==> src/rtl/lgs_pkg.sv <==
`timescale 1ns / 1ps
// ----------------------------------------------------------------------------
// lgs_pkg
// Shared types and constants of the life grid generation step core.
// ----------------------------------------------------------------------------
package lgs_pkg;

  localparam int GridRowsDefault = 128;
  localparam int GridColsDefault = 256;

  localparam int ActionW   = 2;
  localparam int RowFieldW = 7;
  localparam int ColFieldW = 8;

  localparam int SurviveCount = 2;
  localparam int BirthCount   = 3;

  typedef enum logic [ActionW-1:0] {
    ACT_SET     = 2'd0,
    ACT_ADVANCE = 2'd1,
    ACT_READ    = 2'd2
  } lgs_action_e;

  typedef struct packed {
    logic clear;
    logic shift;
  } lgs_cell_ctrl_t;

endpackage

==> src/rtl/lgs_cell.sv <==
`timescale 1ns / 1ps
// ----------------------------------------------------------------------------
// lgs_cell
// One grid column: a three-row window that shifts down when shift is set and
// applies the B3/S23 rule using the windows of the two neighboring columns.
// ----------------------------------------------------------------------------
module lgs_cell
  import lgs_pkg::*;
(
  input  logic           clk_i,
  input  lgs_cell_ctrl_t ctrl_i,
  input  logic           row_bit_i,
  input  logic [2:0]     west_i,
  input  logic [2:0]     east_i,
  output logic [2:0]     col_o,
  output logic           next_o
);

  logic       above_q, cur_q, below_q;
  logic       above_d, cur_d, below_d;
  logic [3:0] count;

  always_comb begin
    above_d = above_q;
    cur_d   = cur_q;
    below_d = below_q;
    if (ctrl_i.clear) begin
      above_d = 1'b0;
      cur_d   = 1'b0;
      below_d = 1'b0;
    end else if (ctrl_i.shift) begin
      above_d = cur_q;
      cur_d   = below_q;
      below_d = row_bit_i;
    end
  end

  always_ff @(posedge clk_i) begin
    above_q <= above_d;
    cur_q   <= cur_d;
    below_q <= below_d;
  end

  assign col_o = {above_q, cur_q, below_q};

  assign count = {3'b0, west_i[0]} + {3'b0, west_i[1]} + {3'b0, west_i[2]}
               + {3'b0, east_i[0]} + {3'b0, east_i[1]} + {3'b0, east_i[2]}
               + {3'b0, above_q} + {3'b0, below_q};

  assign next_o = (count == 4'(BirthCount)) || (cur_q && (count == 4'(SurviveCount)));

endmodule

==> config.mk <==
export PLATFORM = sky130hd
export DESIGN_NAME = lgs_cell
export DESIGN_NICKNAME = d
export VERILOG_FILES = /design/src/rtl/lgs_pkg.sv /design/src/rtl/lgs_cell.sv
export SDC_FILE = /design/constraint.sdc
export NUM_CORES = 1
export LEC_CHECK = 0
export BUFFER_PORTS_ARGS = -buffer_cell sky130_fd_sc_hd__buf_2
export CAP_MARGIN = 20
export CORE_AREA = 10 10 47 49
export DETAILED_ROUTE_END_ITERATION = 7
export DIE_AREA = 0 0 57 59
export GPL_TIMING_DRIVEN = 1
export HOLD_SLACK_MARGIN = 0.05
export PLACE_DENSITY_LB_ADDON = 0.05
export SLEW_MARGIN = 20
export SYNTH_ARGS = -nofsm -noshare
export SYNTH_HDL_FRONTEND = slang
export SYNTH_SLANG_ARGS = --single-unit
export TNS_END_PERCENT = 10
==> constraint.sdc <==
create_clock -name clk_i -period 4.3 [get_ports clk_i]
set_clock_uncertainty 0.05 [all_clocks]
set_input_delay 0.86 -clock clk_i [delete_from_list [all_inputs] [get_ports clk_i]]
set_output_delay 0.86 -clock clk_i [all_outputs]
set_load 0.01 [all_outputs]
# Word-level counts from Yosys, hierarchy flattened
# Index checks and enable logic that the tools add are counted.
[op_classes]
n_addsub = 7
eq_ne = 2
n_reduce_logical = 2
[ops]
columns = ["operator", "n"]
rows = [
  ["4-bit by 1-bit adder with 4-bit output", 4],
  ["4-bit by 2-bit equality test with 1-bit output (second input constant)", 2],
  ["3-bit by 1-bit adder with 4-bit output", 1],
  ["2-bit by 1-bit adder with 3-bit output", 1],
  ["1-bit by 1-bit adder with 2-bit output", 1],
  ["1-bit logical AND", 1],
  ["1-bit logical OR", 1],
]
[word_totals]
reg_bits = 3
in_bits = 10
output_inout_bits = 4
elab_cells = 14

# Depth between registers and ports, before layout
[depth]
ltp_word = 10
depth_mapped = 9
mapped_depth_nobuf = 9

# Worst setup path before layout
# Ideal clock, no wire load.
[synth_path]
kind = "input port to output port"
from = "input west_i[0]"
to = "output next_o"
t_arrival_ns = 3.396
t_required_ns = 3.390
slack_ns = -0.006
path_stages = 9
n_path_buf = 0
path_cell_list = "inv_1 > fa_1 > fa_1 > fa_1 > inv_1 > ha_1 > fa_1 > or2_0 > a21oi_1"
[synth_between]
elab_chain_cells = 10
word_cells_on_any_way = 11
cone_classes = "7 x add/sub; 2 x eq/ne; 2 x reduce/logical"
[synth_rtl]
columns = ["item", "line", "source"]
rows = [
  ["start: declaration", "lgs_cell.sv:13", "input logic [2:0] west_i,"],
  ["1-bit by 1-bit adder with 2-bit output (*)", "lgs_cell.sv:46", "assign count = {3'b0, west_i[0]} + {3'b0, west_i[1]} + {3'b0, west_i[2]}"],
  ["2-bit by 1-bit adder with 3-bit output (*)", "lgs_cell.sv:46", ""],
  ["3-bit by 1-bit adder with 4-bit output (*)", "lgs_cell.sv:47", "+ {3'b0, east_i[0]} + {3'b0, east_i[1]} + {3'b0, east_i[2]}"],
  ["4-bit by 1-bit adder with 4-bit output (*) (2 in series)", "lgs_cell.sv:47", ""],
  ["4-bit by 1-bit adder with 4-bit output (*) (2 in series)", "lgs_cell.sv:48", "+ {3'b0, above_q} + {3'b0, below_q};"],
  ["4-bit by 2-bit equality test with 1-bit output", "lgs_cell.sv:50", "assign next_o = (count == 4'(BirthCount)) || (cur_q && (count == 4'(SurviveCount)));"],
  ["1-bit logical AND", "lgs_cell.sv:50", ""],
  ["1-bit logical OR (*)", "lgs_cell.sv:50", ""],
  ["end: declaration", "lgs_cell.sv:16", "output logic next_o"],
]
# Every way passes the cells marked *; elsewhere a longest branch is shown, timed or not.

# Worst setup path after layout
[layout_path]
from = "input east_i[0]"
to = "output next_o"
[layout_between]
elab_chain_cells = 8
word_cells_on_any_way = 9
cone_classes = "5 x add/sub; 2 x eq/ne; 2 x reduce/logical"
[layout_rtl]
columns = ["item", "line", "source"]
rows = [
  ["start: declaration", "lgs_cell.sv:14", "input logic [2:0] east_i,"],
  ["3-bit by 1-bit adder with 4-bit output (*)", "lgs_cell.sv:47", ""],
  ["4-bit by 1-bit adder with 4-bit output (*) (2 in series)", "lgs_cell.sv:47", ""],
  ["4-bit by 1-bit adder with 4-bit output (*) (2 in series)", "lgs_cell.sv:48", ""],
  ["4-bit by 2-bit equality test with 1-bit output", "lgs_cell.sv:50", ""],
  ["1-bit logical AND", "lgs_cell.sv:50", ""],
  ["1-bit logical OR (*)", "lgs_cell.sv:50", ""],
]
# Marked as above.

==> metrics.md <==
| Metric | Value |
|---|---|
| Switching share of power | `0.326` |
| RSZ-0062 raised after global routing | `yes` |
| Setup TNS | `-0.0770 ns` |
| Die height | `59 um` |
| HP Class | `flop to flop` |
| Gpl congestion | `0.734` |
| Boundary Pins | `14` |
| Comb power frac | `0.390` |
| Cell taking the most area after synthesis | `fa_1` |
| Fin crit share | `1.02` |
| Worst r2r src | `below_q` |
| Minimum clock period | `4.38 ns` |
| #FFs+latches synth | `3` |
| Ant diodes | `0` |
| Arrival time worst endpoint | `3.47 ns` |
| R2R Path End | `below_q` |
| Reg-to-reg slack, setup | `roughly 3.6 ns` |
| Placed wire-length estimate | `between 500 and 600 um` |
| Number of CTS-inserted buffers | `3` |
| Share of cells above drive strength 1 | `0.429` |
| Syn-to-layout area delta | `33.6%` |
| Total grt overflow | `0` |
| Fin worst setup slack | `-0.0770 ns` |
| Gate Count Post-Synth | `35` |
| Fin nets | `67` |
| Mapped Nets | `52` |
| Initial Utilization | `0.221` |
| Full die area | `0.00336 sq mm` |
| Max Cap Violations | `0` |
| Final slew viol count | `0` |
| Htree depth | `1` |
| Post-synth top area share | `0.259` |
| Internal power | `about 0.00009 W` |
| Crit path from | `east_i[0]` |
| Via count | `265` |
| HP Start | `above_q` |
| # clock sinks | `3` |
| CTS tree | `done` |
| Antenna violations before repair | `0` |
| Worst r2r path cells | `2` |
| Initial DRC Count | `0` |
| Largest net degree at the start of global routing | `5` |
| WHS Endpoint | `above_q` |
| Sequential fraction of the synthesis area | `0.194` |
| Syn Area/Cell | `8.83 sq um` |
| CTS Buffer Depth | `2` |
| Status | `finished with violations` |
| Critical Path End Type | `output port` |
| P_sw | `0.0000430 W` |
| Final setup fails | `1` |
| Final hold vios | `0` |
| Crit-path max FO | `2` |
| Clock latency on the worst-skew pair | `0.24 ns` |
| Total Wirelength | `659 um` |
| Least-Margin Pin Slew | `0.146 ns` |
| Post-route antenna net violation count | `0` |
| Power Density | `320 mW/mm^2` |
| Via/cell ratio | `approximately 4.1` |
| Die width | `57 um` |
| Root Driver | `clkbuf_4` |
| Clock power share | `0.383` |
| Avg WL per Cell | `10.1 um` |
| Ys Warns | `0` |
| Crit start category | `primary input` |
| Synthesized cell area | `309 sq um` |
| Violated checks | `setup timing` |
| Critical path class | `primary input to output port` |
| First-pass GRT wire length | `1300 um` |
| I/O Buffers | `13` |
| DR pass1 iterations | `1` |
| Power Total | `0.000132 W` |
| Hold buffers post-CTS | `0` |
| Worst EP required | `3.39 ns` |
| DRC | `0` |
| Top cells by area, synth | `fa_1, dfxtp_1, inv_1` |
| FP Rows | `14` |
| GRT Total Usage | `0.0508` |
| Clock Pin Slew Worst Setup and Hold Paths | `0.04 ns` |
| Core Box Area | `0.00140 sq mm` |
| Seq pwr share | `0.227` |
| Distinct cells, synth | `11` |
| Final cell utilization of the core | `0.295` |
| Max VDD drop | `approximately 77 uV` |
| Slew margin rel. | `0.900` |
| Leak Pwr | `0.230 nW` |
| Vias in the first global route | `between 300 and 400` |
| F_max | `roughly 0.23 GHz` |
| Fillers | `178` |
| WHS Path Cells | `2` |
-- worst max-delay path, stage by stage --
cell and delay, ns:
buf_6 0.07, inv_2 0.03, fa_1 0.54, fa_1 0.42
fa_1 0.50, inv_1 0.05, ha_2 0.18, fa_2 0.33
or2_1 0.24, a21oi_2 0.11, buf_2 0.14
-- registers in the layout, indices dropped and copies added (netlist names) --
name     flops
above_q      1
below_q      1
cur_q        1
-- Yosys cell counts, drive strengths merged --
cell type  number
inv            11
fa              4
buf             3
dfxtp           3
ha              3
mux2i           3
nor2            3
a21oi           2
nand3           1
o21ai           1
or2             1
-- metal layers --
metal | wire [um] | vias to the layer above | global-route usage
met4 | 39 | 0 | 0.0705
li1 | - | 128 | -
met2 | 313 | 15 | 0.0791
met3 | 68 | 4 | 0.0236
met1 | 237 | 118 | 0.0409
met5 | 0 | - | 0
-- power groups by stage --
stage / sequential, W / combinational (W) / clock, W
6_report: 0.0000300 / 0.0000515 / 0.0000506
5_1_grt: 0.0000302 / 0.0000633 / 0.0000553
4_1_cts: 0.0000301 / 0.0000541 / 0.0000532
3_5_place_dp: 0.0000305 / 0.0000503 / 0
3_3_place_gp: 0.0000305 / 0.0000483 / 0
2_1_floorplan: 0.0000302 / 0.0000351 / 0
-- final cells by class --
class	count	area (sq um)	share of cell area
multi-input combinational	18	194	0.470
timing repair buffer	13	71.3	0.173
clock buffer	4	26.3	0.0636
tap	16	20.0	0.0485
sequential	3	60.1	0.145
inverter	11	41.3	0.100
-- what timing repair did --
action	CTS	global route
setup endpoints to repair	1	1
pin swaps	7	2
resized for setup	5	2
buffers inserted	0	0
gates cloned	0	0
-- kinds of logic (layout without fill, tap and decap cells) --
logic type / count (synthesis) / after routing / share of synthesized area
simple gates: 5 / 5 / 0.0729
buf+inv: 14 / 28 / 0.206
compound gates: 3 / 3 / 0.0486
flops: 3 / 3 / 0.194
mux: 3 / 3 / 0.0972
fa+ha+maj: 7 / 7 / 0.381
-- per-stage QoR --
stage | hold slack (ns) | worst slack (ns) | cells | area, sq um
after detailed placement | 0.488 | -0.225 | 61 | 375
after floorplan | 0.434 | 0.0257 | 35 | 313
after CTS | 0.496 | -0.162 | 65 | 413
after global routing | 0.519 | -0.235 | 65 | 413
after global placement | 0.476 | -0.201 | 61 | 375
final | 0.489 | -0.0770 | 65 | 413
-- worst max path at each step --
| stage | to | slack [ns] | cells after the start |
|---|---|---|---|
| final | next_o | -0.08 | 11 |
| after global routing | next_o | -0.24 | 11 |
| after CTS | next_o | -0.16 | 11 |
| after detailed placement | next_o | -0.22 | 11 |
| after global placement | next_o | -0.20 | 11 |
| after floorplan | next_o | 0.03 | 9 |
-- placed cells by master (no fill, tap or decap) --
| cell | instances |
|---|---|
| dfxtp_1 | 3 |
| nand3_1 | 1 |
| o21ai_1 | 1 |
| a21oi_2 | 1 |
| buf_2 | 12 |
| inv_2 | 2 |
| clkbuf_4 | 3 |
| nor2_1 | 3 |
| or2_1 | 1 |
| fa_2 | 1 |
| mux2i_1 | 3 |
| inv_1 | 9 |
| ha_1 | 2 |
| a21oi_1 | 1 |
| buf_6 | 1 |
| ha_2 | 1 |
| fa_1 | 3 |
| clkbuf_1 | 1 |
(Power assumes the default switching activity.)
